--- src/rtl/core/fpr_pkg.sv ---
`timescale 1ns / 1ps
`default_nettype none

package fpr_pkg;

  // Fixed register and drive widths
  localparam int DRV_W  = 16;
  localparam int PL_W   = 16;
  localparam int W_W    = 16;
  localparam int IL_W   = 31;
  localparam int OL_W   = 15;
  localparam int CFG_DW = 31;
  localparam int CFG_IW = 3;
  localparam int PC_W   = 4;

  // Register reset values
  localparam logic [PL_W-1:0] P_LIMIT_RST  = 16'd1000;
  localparam logic [W_W-1:0]  P_WEIGHT_RST = 16'd256;
  localparam logic [IL_W-1:0] I_LIMIT_RST  = 31'd100000;
  localparam logic [W_W-1:0]  I_WEIGHT_RST = 16'd256;
  localparam logic [OL_W-1:0] O_LIMIT_RST  = 15'd32767;
  localparam logic [OL_W-1:0] MAX_OUT_RST  = 15'd32767;

  // Register indexes
  typedef enum logic [CFG_IW-1:0] {
    CFG_P_LIMIT  = 3'd0,
    CFG_P_WEIGHT = 3'd1,
    CFG_I_LIMIT  = 3'd2,
    CFG_I_WEIGHT = 3'd3,
    CFG_O_LIMIT  = 3'd4,
    CFG_MAX_OUT  = 3'd5
  } cfg_idx_t;

  // Datapath micro-operations
  typedef enum logic [3:0] {
    U_NOP,
    U_LOAD,
    U_ERR,
    U_INT,
    U_MSEL_P,
    U_MSEL_I,
    U_DIV,
    U_MUL_P,
    U_MUL_I,
    U_DIFF,
    U_SCALE,
    U_OUT,
    U_CLEAR,
    U_EMIT
  } uop_t;

  // Jump conditions: taken jumps go to target, otherwise pc + 1
  typedef enum logic [2:0] {
    C_NEXT,
    C_ALWAYS,
    C_NO_IN,
    C_CLR,
    C_LOOP,
    C_OUT_BUSY
  } cond_t;

  typedef struct packed {
    uop_t            uop;
    cond_t           cond;
    logic [PC_W-1:0] target;
  } ucw_t;

  typedef struct packed {
    logic [PL_W-1:0] p_limit;
    logic [W_W-1:0]  p_weight;
    logic [IL_W-1:0] i_limit;
    logic [W_W-1:0]  i_weight;
    logic [OL_W-1:0] o_limit;
    logic [OL_W-1:0] max_out;
  } cfg_t;

  typedef struct packed {
    uop_t uop;
    logic load;
  } ctrl_t;

  typedef struct packed {
    logic op_clr;
    logic out_busy;
  } stat_t;

  // Microprogram
  function automatic ucw_t ucode(input logic [PC_W-1:0] pc);
    ucw_t w;
    unique case (pc)
      4'd0:    w = '{uop: U_LOAD,   cond: C_NO_IN,    target: 4'd0};
      4'd1:    w = '{uop: U_ERR,    cond: C_CLR,      target: 4'd14};
      4'd2:    w = '{uop: U_INT,    cond: C_NEXT,     target: 4'd0};
      4'd3:    w = '{uop: U_MSEL_P, cond: C_NEXT,     target: 4'd0};
      4'd4:    w = '{uop: U_DIV,    cond: C_LOOP,     target: 4'd4};
      4'd5:    w = '{uop: U_MUL_P,  cond: C_NEXT,     target: 4'd0};
      4'd6:    w = '{uop: U_MSEL_I, cond: C_NEXT,     target: 4'd0};
      4'd7:    w = '{uop: U_DIV,    cond: C_LOOP,     target: 4'd7};
      4'd8:    w = '{uop: U_MUL_I,  cond: C_NEXT,     target: 4'd0};
      4'd9:    w = '{uop: U_DIFF,   cond: C_NEXT,     target: 4'd0};
      4'd10:   w = '{uop: U_SCALE,  cond: C_NEXT,     target: 4'd0};
      4'd11:   w = '{uop: U_OUT,    cond: C_ALWAYS,   target: 4'd15};
      4'd14:   w = '{uop: U_CLEAR,  cond: C_ALWAYS,   target: 4'd15};
      4'd15:   w = '{uop: U_EMIT,   cond: C_OUT_BUSY, target: 4'd15};
      default: w = '{uop: U_NOP,    cond: C_ALWAYS,   target: 4'd0};
    endcase
    return w;
  endfunction

endpackage

`default_nettype wire

--- src/rtl/core/fpr_seq.sv ---
`timescale 1ns / 1ps
`default_nettype none

module fpr_seq #(
  parameter int FRAC_BITS = 16
) (
  input  wire logic          clk,
  input  wire logic          rst_n,
  input  wire logic          in_valid,
  output logic               in_stall,
  input  wire fpr_pkg::stat_t stat,
  output fpr_pkg::ctrl_t     ctrl
);
  import fpr_pkg::*;

  localparam int LCW = $clog2(FRAC_BITS);

  logic [PC_W-1:0] pc_r, pc_nxt;
  logic [LCW-1:0]  loop_r, loop_nxt;
  ucw_t            cw;
  logic            take;

  assign cw        = ucode(pc_r);
  assign in_stall  = (cw.uop != U_LOAD);
  assign ctrl.uop  = cw.uop;
  assign ctrl.load = (cw.uop == U_LOAD) && in_valid;

  // Condition select and next step
  always_comb begin
    unique case (cw.cond)
      C_NEXT:     take = 1'b0;
      C_ALWAYS:   take = 1'b1;
      C_NO_IN:    take = !in_valid;
      C_CLR:      take = stat.op_clr;
      C_LOOP:     take = (loop_r != '0);
      C_OUT_BUSY: take = stat.out_busy;
      default:    take = 1'b0;
    endcase
    pc_nxt = take ? cw.target : pc_r + 1'b1;
  end

  // Divider bit counter
  always_comb begin
    loop_nxt = loop_r;
    if (cw.uop == U_MSEL_P || cw.uop == U_MSEL_I) begin
      loop_nxt = LCW'(FRAC_BITS - 1);
    end else if (cw.uop == U_DIV && loop_r != '0) begin
      loop_nxt = loop_r - 1'b1;
    end
  end

  always_ff @(posedge clk) begin
    if (!rst_n) begin
      pc_r   <= '0;
      loop_r <= '0;
    end else begin
      pc_r   <= pc_nxt;
      loop_r <= loop_nxt;
    end
  end

endmodule

`default_nettype wire

--- src/rtl/core/fpr_dp.sv ---
`timescale 1ns / 1ps
`default_nettype none

module fpr_dp #(
  parameter int DATA_WIDTH = 16,
  parameter int ACC_WIDTH  = 32,
  parameter int FRAC_BITS  = 16
) (
  input  wire logic                          clk,
  input  wire logic                          rst_n,
  input  wire fpr_pkg::ctrl_t                ctrl,
  input  wire fpr_pkg::cfg_t                 cfg,
  input  wire logic                          in_op,
  input  wire logic signed [DATA_WIDTH-1:0]  in_target,
  input  wire logic signed [DATA_WIDTH-1:0]  in_measured,
  output fpr_pkg::stat_t                     stat,
  output logic                               out_valid,
  input  wire logic                          out_stall,
  output logic signed [DATA_WIDTH-1:0]       out_drive,
  output logic                               out_limited
);
  import fpr_pkg::*;

  localparam int EW   = DATA_WIDTH + 1;
  localparam int SUMW = ((ACC_WIDTH > EW) ? ACC_WIDTH : EW) + 1;
  localparam int XW   = ((SUMW > IL_W + 2) ? SUMW : IL_W + 2) + 1;
  localparam int RW   = IL_W + 2;
  localparam int MW   = FRAC_BITS + 1;
  localparam int PW   = MW + W_W;
  localparam int DFW  = FRAC_BITS + 19;
  localparam int SW   = DFW + OL_W + 1;
  localparam int SH   = FRAC_BITS + 8;
  localparam int VW   = SW - SH;
  localparam int OXW  = (DATA_WIDTH > DRV_W) ? DATA_WIDTH : DRV_W;

  logic                          op_r;
  logic signed [DATA_WIDTH-1:0]  tgt_r, meas_r;
  logic signed [EW-1:0]          err_r, err_c;
  logic signed [ACC_WIDTH-1:0]   int_r, int_nxt, int_sat;
  logic signed [DRV_W-1:0]       prev_r, prev_nxt;
  logic                          hi_r, lo_r;
  logic [RW-1:0]                 rem_r, div_r;
  logic [FRAC_BITS-1:0]          q_r;
  logic [PW-1:0]                 acc_r, prod_r;
  logic signed [DFW-1:0]         diff_r;
  logic signed [SW-1:0]          scl_r;
  logic signed [DRV_W-1:0]       res_drive_r, out_drive_r;
  logic                          res_lim_r, out_lim_r;
  logic                          out_valid_r, out_valid_nxt;

  // Anti-windup test on the previous drive
  logic signed [DRV_W:0] prev_x, mo_x;
  logic                  frozen;
  assign prev_x = DRV_W'(prev_r) + (DRV_W+1)'(0);
  assign mo_x   = $signed((DRV_W+1)'(cfg.max_out));
  assign frozen = (prev_x >= mo_x) || (prev_x <= -mo_x);

  // Error and saturating integral
  logic signed [SUMW-1:0] sum_c;
  logic                   ovf;
  assign err_c = EW'(tgt_r) - EW'(meas_r);
  assign sum_c = SUMW'(int_r) + SUMW'(err_r);
  assign ovf   = sum_c[SUMW-1:ACC_WIDTH-1] != {(SUMW-ACC_WIDTH+1){sum_c[SUMW-1]}};
  always_comb begin
    if (!ovf) begin
      int_sat = sum_c[ACC_WIDTH-1:0];
    end else if (sum_c[SUMW-1]) begin
      int_sat = {1'b1, {(ACC_WIDTH-1){1'b0}}};
    end else begin
      int_sat = {1'b0, {(ACC_WIDTH-1){1'b1}}};
    end
  end

  // Ramp setup: range tests and dividend x + L over divisor 2L
  logic signed [XW-1:0] x_c, ls_c, xpl_c;
  logic [IL_W-1:0]      l_c;
  logic                 sel_i;
  assign sel_i = (ctrl.uop == U_MSEL_I);
  assign x_c   = sel_i ? XW'(int_r) : XW'(err_r);
  assign l_c   = sel_i ? cfg.i_limit : IL_W'(cfg.p_limit);
  assign ls_c  = $signed(XW'(l_c));
  assign xpl_c = x_c + ls_c;

  // Restoring divider, one quotient bit per step
  logic [RW-1:0] sh_c;
  logic          ge_c;
  assign sh_c = {rem_r[RW-2:0], 1'b0};
  assign ge_c = (sh_c >= div_r);

  // Membership times rule weight
  logic [MW-1:0]  mem_c;
  logic [W_W-1:0] wsel_c;
  logic [PW-1:0]  mul_c;
  always_comb begin
    if (hi_r) begin
      mem_c = {1'b1, {FRAC_BITS{1'b0}}};
    end else if (lo_r) begin
      mem_c = '0;
    end else begin
      mem_c = {1'b0, q_r};
    end
  end
  assign wsel_c = (ctrl.uop == U_MUL_I) ? cfg.i_weight : cfg.p_weight;
  assign mul_c  = PW'(mem_c) * PW'(wsel_c);

  // 2M - W, aligned to the membership fraction
  logic [PW-1:0]    msum_c;
  logic [W_W:0]     wsum_c;
  logic signed [DFW-1:0] diff_c;
  assign msum_c = acc_r + prod_r;
  assign wsum_c = {1'b0, cfg.p_weight} + {1'b0, cfg.i_weight};
  assign diff_c = $signed(DFW'({msum_c, 1'b0})) - $signed(DFW'({wsum_c, {FRAC_BITS{1'b0}}}));

  // Truncate toward zero, then the two clamps
  logic [SW-1:0]         bias_c;
  logic signed [SW-1:0]  rnd_c;
  logic signed [VW-1:0]  val_c, v1_c, ol_v, mo_v, v2_c;
  logic                  lim_c;
  assign bias_c = {{(SW-SH){1'b0}}, {SH{scl_r[SW-1]}}};
  assign rnd_c  = scl_r + $signed(bias_c);
  assign val_c  = $signed(rnd_c[SW-1:SH]);
  assign ol_v   = $signed(VW'(cfg.o_limit));
  assign mo_v   = $signed(VW'(cfg.max_out));
  always_comb begin
    if (val_c > ol_v) begin
      v1_c = ol_v;
    end else if (val_c < -ol_v) begin
      v1_c = -ol_v;
    end else begin
      v1_c = val_c;
    end
    lim_c = 1'b1;
    if (v1_c > mo_v) begin
      v2_c = mo_v;
    end else if (v1_c < -mo_v) begin
      v2_c = -mo_v;
    end else begin
      v2_c  = v1_c;
      lim_c = 1'b0;
    end
  end

  // Regulator state and output register
  assign stat.op_clr   = op_r;
  assign stat.out_busy = out_valid_r && out_stall;

  always_comb begin
    int_nxt       = int_r;
    prev_nxt      = prev_r;
    out_valid_nxt = out_valid_r && out_stall;
    unique case (ctrl.uop)
      U_INT:   if (!frozen) int_nxt = int_sat;
      U_OUT:   prev_nxt = v2_c[DRV_W-1:0];
      U_CLEAR: begin
        int_nxt  = '0;
        prev_nxt = '0;
      end
      U_EMIT:  if (!stat.out_busy) out_valid_nxt = 1'b1;
      default: ;
    endcase
  end

  always_ff @(posedge clk) begin
    if (!rst_n) begin
      int_r       <= '0;
      prev_r      <= '0;
      out_valid_r <= 1'b0;
    end else begin
      int_r       <= int_nxt;
      prev_r      <= prev_nxt;
      out_valid_r <= out_valid_nxt;
    end
  end

  // Working registers
  always_ff @(posedge clk) begin
    if (ctrl.load) begin
      op_r   <= in_op;
      tgt_r  <= in_target;
      meas_r <= in_measured;
    end
    unique case (ctrl.uop)
      U_ERR: err_r <= err_c;
      U_MSEL_P, U_MSEL_I: begin
        hi_r  <= (x_c >= ls_c);
        lo_r  <= (x_c <= -ls_c);
        rem_r <= xpl_c[RW-1:0];
        div_r <= RW'({l_c, 1'b0});
        q_r   <= '0;
      end
      U_DIV: begin
        rem_r <= ge_c ? sh_c - div_r : sh_c;
        q_r   <= {q_r[FRAC_BITS-2:0], ge_c};
      end
      U_MUL_P: acc_r  <= mul_c;
      U_MUL_I: prod_r <= mul_c;
      U_DIFF:  diff_r <= diff_c;
      U_SCALE: scl_r  <= SW'(diff_r) * SW'($signed({1'b0, cfg.o_limit}));
      U_OUT: begin
        res_drive_r <= v2_c[DRV_W-1:0];
        res_lim_r   <= lim_c;
      end
      U_CLEAR: begin
        res_drive_r <= '0;
        res_lim_r   <= 1'b0;
      end
      U_EMIT: begin
        if (!stat.out_busy) begin
          out_drive_r <= res_drive_r;
          out_lim_r   <= res_lim_r;
        end
      end
      default: ;
    endcase
  end

  logic signed [OXW-1:0] drv_x;
  assign drv_x       = OXW'(out_drive_r);
  assign out_drive   = drv_x[DATA_WIDTH-1:0];
  assign out_limited = out_lim_r;
  assign out_valid   = out_valid_r;

endmodule

`default_nettype wire

--- src/rtl/core/fuzzy_pi_speed_regulator.sv ---
`timescale 1ns / 1ps
`default_nettype none
// A beat is taken only while the sequencer waits at its load step, so a new beat waits
// until the last one has been emitted; a clear skips the ramps, goes through the clear step to emit.
// The work is paced by the shared restoring divider, one quotient bit per cycle, run
// once for each of the two membership ramps under the microcode sequencer.
// Reset (rst_n low, synchronous): integral and previous drive cleared, registers to
// their defaults, output empty. No clearing pass; an input is taken the cycle after.

module fuzzy_pi_speed_regulator #(
  parameter int DATA_WIDTH = 16,
  parameter int ACC_WIDTH  = 32,
  parameter int FRAC_BITS  = 16
) (
  input  wire logic                                clk,
  input  wire logic                                rst_n,
  input  wire logic                                cfg_wr_en,
  input  wire logic [fpr_pkg::CFG_IW-1:0]          cfg_index,
  input  wire logic [fpr_pkg::CFG_DW-1:0]          cfg_data,
  input  wire logic                                in_valid,
  output logic                                     in_stall,
  input  wire logic                                in_op,
  input  wire logic signed [DATA_WIDTH-1:0]        in_target,
  input  wire logic signed [DATA_WIDTH-1:0]        in_measured,
  output logic                                     out_valid,
  input  wire logic                                out_stall,
  output logic signed [DATA_WIDTH-1:0]             out_drive,
  output logic                                     out_limited
);
  import fpr_pkg::*;

  cfg_t  cfg_r, cfg_nxt;
  ctrl_t ctrl;
  stat_t stat;

  // Register file; unknown indexes are ignored
  always_comb begin
    cfg_nxt = cfg_r;
    if (cfg_wr_en) begin
      unique case (cfg_index)
        CFG_P_LIMIT:  cfg_nxt.p_limit  = cfg_data[PL_W-1:0];
        CFG_P_WEIGHT: cfg_nxt.p_weight = cfg_data[W_W-1:0];
        CFG_I_LIMIT:  cfg_nxt.i_limit  = cfg_data[IL_W-1:0];
        CFG_I_WEIGHT: cfg_nxt.i_weight = cfg_data[W_W-1:0];
        CFG_O_LIMIT:  cfg_nxt.o_limit  = cfg_data[OL_W-1:0];
        CFG_MAX_OUT:  cfg_nxt.max_out  = cfg_data[OL_W-1:0];
        default: ;
      endcase
    end
  end

  always_ff @(posedge clk) begin
    if (!rst_n) begin
      cfg_r.p_limit  <= P_LIMIT_RST;
      cfg_r.p_weight <= P_WEIGHT_RST;
      cfg_r.i_limit  <= I_LIMIT_RST;
      cfg_r.i_weight <= I_WEIGHT_RST;
      cfg_r.o_limit  <= O_LIMIT_RST;
      cfg_r.max_out  <= MAX_OUT_RST;
    end else begin
      cfg_r <= cfg_nxt;
    end
  end

  fpr_seq #(
    .FRAC_BITS (FRAC_BITS)
  ) u_seq (
    .clk      (clk),
    .rst_n    (rst_n),
    .in_valid (in_valid),
    .in_stall (in_stall),
    .stat     (stat),
    .ctrl     (ctrl)
  );

  fpr_dp #(
    .DATA_WIDTH (DATA_WIDTH),
    .ACC_WIDTH  (ACC_WIDTH),
    .FRAC_BITS  (FRAC_BITS)
  ) u_dp (
    .clk         (clk),
    .rst_n       (rst_n),
    .ctrl        (ctrl),
    .cfg         (cfg_r),
    .in_op       (in_op),
    .in_target   (in_target),
    .in_measured (in_measured),
    .stat        (stat),
    .out_valid   (out_valid),
    .out_stall   (out_stall),
    .out_drive   (out_drive),
    .out_limited (out_limited)
  );

endmodule

`default_nettype wire

--- config.mk ---
export PLATFORM = sky130hd
export DESIGN_NAME = fuzzy_pi_speed_regulator
export DESIGN_NICKNAME = d
export VERILOG_FILES = /design/src/rtl/core/fpr_pkg.sv /design/src/rtl/core/fpr_seq.sv /design/src/rtl/core/fpr_dp.sv /design/src/rtl/core/fuzzy_pi_speed_regulator.sv
export SDC_FILE = /design/constraint.sdc
export NUM_CORES = 2
export LEC_CHECK = 0
export ABC_CLOCK_PERIOD_IN_PS = 9900
export BUFFER_PORTS_ARGS = -buffer_cell sky130_fd_sc_hd__buf_4
export CORE_MARGIN = 2
export CORE_UTILIZATION = 25
export DETAILED_ROUTE_END_ITERATION = 7
export HOLD_SLACK_MARGIN = 0.12
export PLACE_DENSITY = 0.46
export SKIP_LAST_GASP = 1
export SYNTH_ARGS = -nofsm -noshare
export SYNTH_HDL_FRONTEND = slang
export SYNTH_SLANG_ARGS = --single-unit
--- constraint.sdc ---
create_clock -name clk -period 9.9 [get_ports clk]
set_input_delay 0 -clock clk [delete_from_list [all_inputs] [get_ports clk]]
set_output_delay 0 -clock clk [all_outputs]
set_load 0.05 [all_outputs]
Yosys cells after proc, flatten, opt, wreduce, memory -nomap -nowiden
Memory sizes are Yosys's and may differ from the RTL's. A register that Yosys moved wholly into a read port is not among the register bits.
Cells that the tools add are included.
- flip-flop bits (word level): 483
- ROM bits: 176
- logic and storage cells: 128
- memories kept: 1
- add/sub/neg operators: 14
- multipliers: 2
- $lt $le $gt $ge: 9
- eq/ne operators: 26
- mux-type cells: 26
- bitwise operators: 1
- reductions and logical operators: 21
- memory list (name ; words ; bits a word ; read ports ; clocked after memory_dff ; write ports ; RTL line ; text):
    (name not given) ; 16 ; 11 ; 1 ; 1 ; 0 ; fpr_pkg.sv:90 ; unique case (pc)
- operators with widths (operator ; number):
    $mux W32 ; 4
    $pmux W32 S2 ; 2
    $mux W16 ; 4
    $pmux W16 S2 ; 2
    $gt A27 B16 Y1 ; 2
    $lt A27 B27 Y1 ; 2
    $mux W27 ; 2
    $neg A15 Y27 ; 2
    $add A51 B25 Y51 ; 1
    $mul A35 B16 Y51 ; 1
    $sub A34 B33 Y35 ; 1
    $ge A34 B32 Y1 ; 1
    $le A34 B34 Y1 ; 1
    $mux W34 ; 1
    $neg A31 Y34 ; 1
    $add A32 B17 Y33 ; 1
    $add A33 B33 Y33 ; 1
    $ge A33 B32 Y1 ; 1
    $mul A17 B16 Y33 ; 1
    $add A32 B32 Y32 ; 1
    $sub A32 B32 Y32 ; 1
    $mux W31 ; 1
    $eq A4 B4 Y1 const B ; 6
    $add A16 B16 Y17 ; 1
    29 further kinds ; 58

Depth between registers and ports, before layout
- depth after elaboration: 8
- depth in mapped cells: 40

Hierarchy
A second synthesis with hierarchy kept.
- cells, all modules: 6418
- area total of the unflattened synthesis: 59271.8 um^2
- modules (own cells, without submodules) (module ; instances ; cells an instance ; area each (um^2) ; seq. area each (um^2)):
    fpr_dp ; 1 ; 5883 ; 53949.2 ; 10440.0
    fuzzy_pi_speed_regulator ; 1 ; 411 ; 4232.8 ; 2182.1
    fpr_seq ; 1 ; 124 ; 1089.8 ; 380.4

Worst setup path before layout
No wires, ideal clock.
- path type: register to register
- start point: reg, netlist name u_seq.cw[10]
- end point: reg u_dp.acc_r[32], data pin
- setup time: 0.264 ns
- arrival time: 8.378 ns
- data required time: 9.636 ns
- path slack: 1.257 ns
- stages on the path, launching flop included: 32
- cells stage by stage: dfxtp_1 clkbuf_1 nand2b_1 nor3_1 clkbuf_1 mux2_2 clkbuf_1 nand2_1 fa_1 inv_1 fa_1 inv_1 fa_1 inv_1 fa_1 inv_1 fa_1 inv_1 fa_1 ha_1 a21o_1 a21oi_1 o21ai_0 a21oi_1 a31o_2 o211ai_1 o41a_1 a211oi_1 nor2_1 a21o_1 a21oi_1 xnor2_1
- longest elaborated chain between the ends: 3
- ends and longest elaborated chain (item ; RTL line ; text):
    $eq A4 B4 Y1 ; fpr_dp.sv:103 ; assign wsel_c = (ctrl.uop == U_MUL_I) ? cfg.i_weight : cfg.p_weight;
    $mux W16 ; fpr_dp.sv:103 ;
    $mul A17 B16 Y33 ; fpr_dp.sv:104 ; assign mul_c = PW'(mem_c) * PW'(wsel_c);
    via u_dp.mul_c[32] ; fpr_dp.sv:93 ; logic [PW-1:0] mul_c;
    end signal: assignment ; fpr_dp.sv:195 ; U_MUL_P: acc_r <= mul_c;
    end: declaration ; fpr_dp.sv:44 ; logic [PW-1:0] acc_r, prod_r;
The timed path passes the listed nets, and every way through them passes these cells.
A chain may end at the register's enable or synchronous reset.

Worst setup path in the final report
- start point: reg cfg_r[16] in the netlist's numbering
- end point: reg u_dp.res_drive_r[4], data pin
- longest elaborated chain between the ends: 8
- elaborated cells on any way between the ends: 10
- those cells by class: add/sub: 1; order compare: 4; mux: 5
- ends and longest elaborated chain (item ; RTL line ; text):
    start: declaration ; fuzzy_pi_speed_regulator.sv:32 ; cfg_t cfg_r, cfg_nxt;
    start signal: assignment ; fuzzy_pi_speed_regulator.sv:61 ; cfg_r <= cfg_nxt;
    $neg A15 Y27 ; fpr_dp.sv:127, fpr_dp.sv:128 ;
    $lt A27 B27 Y1 ; fpr_dp.sv:127 ; end else if (val_c < -ol_v) begin
    $mux W27 ; fpr_dp.sv:127 ;
    $mux W27 (*) ; fpr_dp.sv:125 ; if (val_c > ol_v) begin
    $lt A27 B27 Y1 ; fpr_dp.sv:135 ; end else if (v1_c < -mo_v) begin
    $mux W16 ; fpr_dp.sv:135 ;
    $mux W16 (*) ; fpr_dp.sv:133 ; if (v1_c > mo_v) begin
    $pmux W16 S2 (*) ; - ;
    via u_dp.prev_nxt[4] ; fpr_dp.sv:40 ; logic signed [DRV_W-1:0] prev_r, prev_nxt;
    end signal: assignment ; fpr_dp.sv:200 ; res_drive_r <= v2_c[DRV_W-1:0];
    end: declaration ; fpr_dp.sv:47 ; logic signed [DRV_W-1:0] res_drive_r, out_drive_r;
The timed path passes the listed nets; every way through them passes the cells marked *.

==> run metrics <==
Final Worst Setup Slack 808 ps; total CTS buffers 67; share of cells above drive strength 1 0.0582; Reg2Reg Depth 30; DP Worst Slack 895 ps; sequential fraction of the synthesis area 0.221; number of global-route vias before repair 47700; Longest Clk Path Bufs 3; TritonCTS clock tree yes; Ports 91; largest net degree at the start of global routing a little over 60; Worst Hold Launch cfg_data[15]; via count 45400; root buffer cell clkbuf_16; Hold Vio Cnt, Final 0; HPWL after DPL about 140000 um; CP Launch Type register; die area 240000 sq um; Max-Cap Viols 0; Die H 489 um; GPL Wtd Cong 0.864; post-DR wirelength/cell ~18 um; gr usage total 0.147; # resized after CTS 0; Worst Skew 48.3 ps; gr ovfl total 0; Antenna Violating Nets Remaining 0; Nets roughly 8000; first drt pass iteration count 6; Netlist cell types between 90 and 100; Via density between 4 and 5; Max FO, Critical Path 20; Reg area 13000 sq um; first-pass GRT wire length 276000 um; crit-path max cell delay roughly 660 ps; Worst R2R Setup Slack between 800 and 900 ps; Crit-path slowest cell or4_1; Placed Cells 9571; Final Cycle Share 0.918; # rows 178; die outline width 489 um; reg-to-reg critical path startpoint cfg_r[16]$_SDFFE_PN1P_; Worst setup EP type register; multi-input combinational cell area 41600 sq um; IO Port Bufs 90; yosys warns 0; Tmin final about 9100 ps; Main synth FF type edfxtp_1; Clk pin slew, worst setup/hold paths around 60 ps; initial antenna violation count 4; Worst EP required 10270 ps; Initial Util 0.251; filler cell count 24900; unrepaired setup endpoints after global routing no; Post-synth EDFFs 315; WP data arrival 9460 ps; Max Slew Vio Count 0; fmax 110 MHz; CTS Sinks 492; Synth async-reset ratio 0; DRT iter0 DRCs 2294; critical path class reg -> reg; Seq cells post-synth just under 500; Worst Max-Slew Pin Slew 1160 ps; Avg Cell Area, Syn ~9.1 sq um; Setup TNS 0 ps; cell count after synthesis 6475; Net Count, Synth 7846; Clock Latency Late Sink a little under 700 ps; FF-to-FF End u_dp.res_drive_r[4]$_DFFE_PP_; Core ar. 235000 sq um; Hold Path Depth 4; Finish-stage setup viols 0; status completed; final std cells w/o fill 9852; htree depth 3; Area Growth Syn to Fin 14.2%; Hold EP cfg_r[45]$_SDFFE_PN0P_; DRC violations left 0; overall routed net length 175000 um; Slew headroom 0.229; Hold Crit Class in -> reg; Post-Syn Area around 59000 sq um
==> critical path: cells and delay by family, from the launching register on <==
kind | cells | cell delay (ps)
AOI/OAI and AO/OA | 13 | 3720
xor gates and xnor gates | 1 | 170
adders and majority gates | 3 | 860
buffers and inverters | 3 | 990
DFF | 1 | 570
and+or+nand+nor | 10 | 2440
==> flip-flops by register name, summed over array words and instances, names as in the netlist <==
name,cells
cfg_r,109
u_dp.scl_r,50
u_dp.diff_r,34
u_dp.acc_r,33
u_dp.prod_r,33
u_dp.int_r,32
u_dp.rem_r,32
u_dp.div_r,31
u_dp.err_r,17
u_dp.meas_r,16
u_dp.out_drive,16
u_dp.prev_r,16
u_dp.q_r,16
u_dp.res_drive_r,16
u_dp.tgt_r,16
u_seq.cw,11
u_seq.loop_r,4
u_seq.pc_r,4
u_dp.hi_r,1
u_dp.lo_r,1
u_dp.op_r,1
u_dp.out_limited,1
u_dp.out_valid,1
u_dp.res_lim_r,1
==> placed cells by master (no fill, tap or decap), types with 19 or more instances in the layout <==
cell and n:
nand2_1 967, inv_1 931, fa_1 694, ha_1 605, nor2_1 338, edfxtp_1 315
and2_1 291, a21oi_1 287, xnor2_1 198, buf_4 182, dfxtp_1 175, o21ai_0 164
dlygate4sd3_1 155, a21o_1 124, nor3_1 91, nand3_1 87, xor2_1 87, a21boi_0 86
clkbuf_16 68, mux2i_1 65, nand2b_1 62, nor2b_1 60, o21a_1 52, nand4_1 50
and3_1 48, o211ai_1 47, o21bai_1 39, a211oi_1 29, a31oi_1 24, nor4_1 23
or2_2 23, mux2_2 19
==> metal layers <==
metal	up-vias	GRT usage	wire length, um
met4	2	0.0401	4710
met1	22700	0.195	81100
met2	817	0.252	83200
met5	-	0	13
met3	201	0.0186	6420
li1	21600	-	-
==> synth_stat cells (7+ instances only) <==
master	n	area [sq um]
nor2_1	344	1290
a211o_1	15	131
o31ai_1	18	135
xor2_1	87	762
mux2_2	19	214
and4_1	9	78.8
o31a_1	11	96.3
inv_1	931	3490
mux2i_1	68	681
o21bai_1	39	293
dfxtp_1	177	3540
and3_1	49	307
nand2b_1	62	388
or3_1	13	81.3
a221o_1	15	150
o211ai_1	47	353
a21boi_0	87	653
ha_1	605	7570
xnor2_1	198	1730
o21a_1	52	390
a2111oi_0	7	61.3
nor2b_1	60	375
a221oi_1	11	96.3
buf_2	8	40.0
buf_1	15	56.3
a211oi_1	29	218
nand2_1	967	3630
o2bb2ai_1	16	140
nand4_1	50	313
a21oi_1	290	1450
o21ai_0	164	821
clkbuf_1	207	777
nor3_1	93	465
a31oi_1	24	150
nor4_1	23	144
edfxtp_1	315	9460
o21ai_1	12	60.1
nand3_1	87	435
or2_2	23	144
and2_1	291	1820
a21o_1	124	931
a31o_2	10	87.6
fa_1	694	13900
==> worst max-delay path by stage <==
stage	to	start	slack [ps]	depth (start not counted)
after CTS	u_dp.res_drive_r[2]$_DFFE_PP_	u_dp.scl_r[50]$_DFFE_PN_	840	34
after detailed placement	u_dp.res_drive_r[13]$_DFFE_PP_	u_dp.scl_r[50]$_DFFE_PN_	890	34
after floorplan	u_dp.acc_r[32]$_DFFE_PN_	u_seq.cw[10]$_SDFF_PN0_	1260	31
final	u_dp.res_drive_r[4]$_DFFE_PP_	cfg_r[16]$_SDFFE_PN1P_	810	30
after global placement	u_dp.res_drive_r[12]$_DFFE_PP_	u_dp.scl_r[50]$_DFFE_PN_	940	34
after global routing	u_dp.res_drive_r[12]$_DFFE_PP_	cfg_r[16]$_SDFFE_PN1P_	80	31
==> timing repair <==
action,4_1_cts,5_1_grt
endpoints found under the hold margin,182,0
endpoints found under the setup margin,0,4
setup buffers,0,1
hold buffers,155,0
==> cells by family after synthesis <==
logic type,share of synthesized area
xor+xnor,0.0424
flops,0.221
fa+ha+maj,0.365
compound gates,0.115
buf+inv,0.0757
mux,0.0152
simple gates,0.166
==> final cells by class <==
type                       count  share of cell area
multi-input combinational   4813               0.618
sequential                   492               0.193
tap                         3150              0.0586
inverter                     933              0.0521
timing repair buffer         339              0.0438
clock buffer                  80              0.0263
clock inverter                43             0.00779
antenna                        2           0.0000744
==> through the flow <==
stage	hold slack [ps]	utilization	instance area [sq um]
floorplan	98.9	-	58900
global placement	178	0.270	63400
detailed placement	179	0.270	63400
CTS	139	0.286	67200
global route	177	0.287	67300
finish	193	0.287	67300
Power is left out: the tool's default activity adds up to more than one toggle a clock period on the data nets, which glitch-free logic cannot reach.
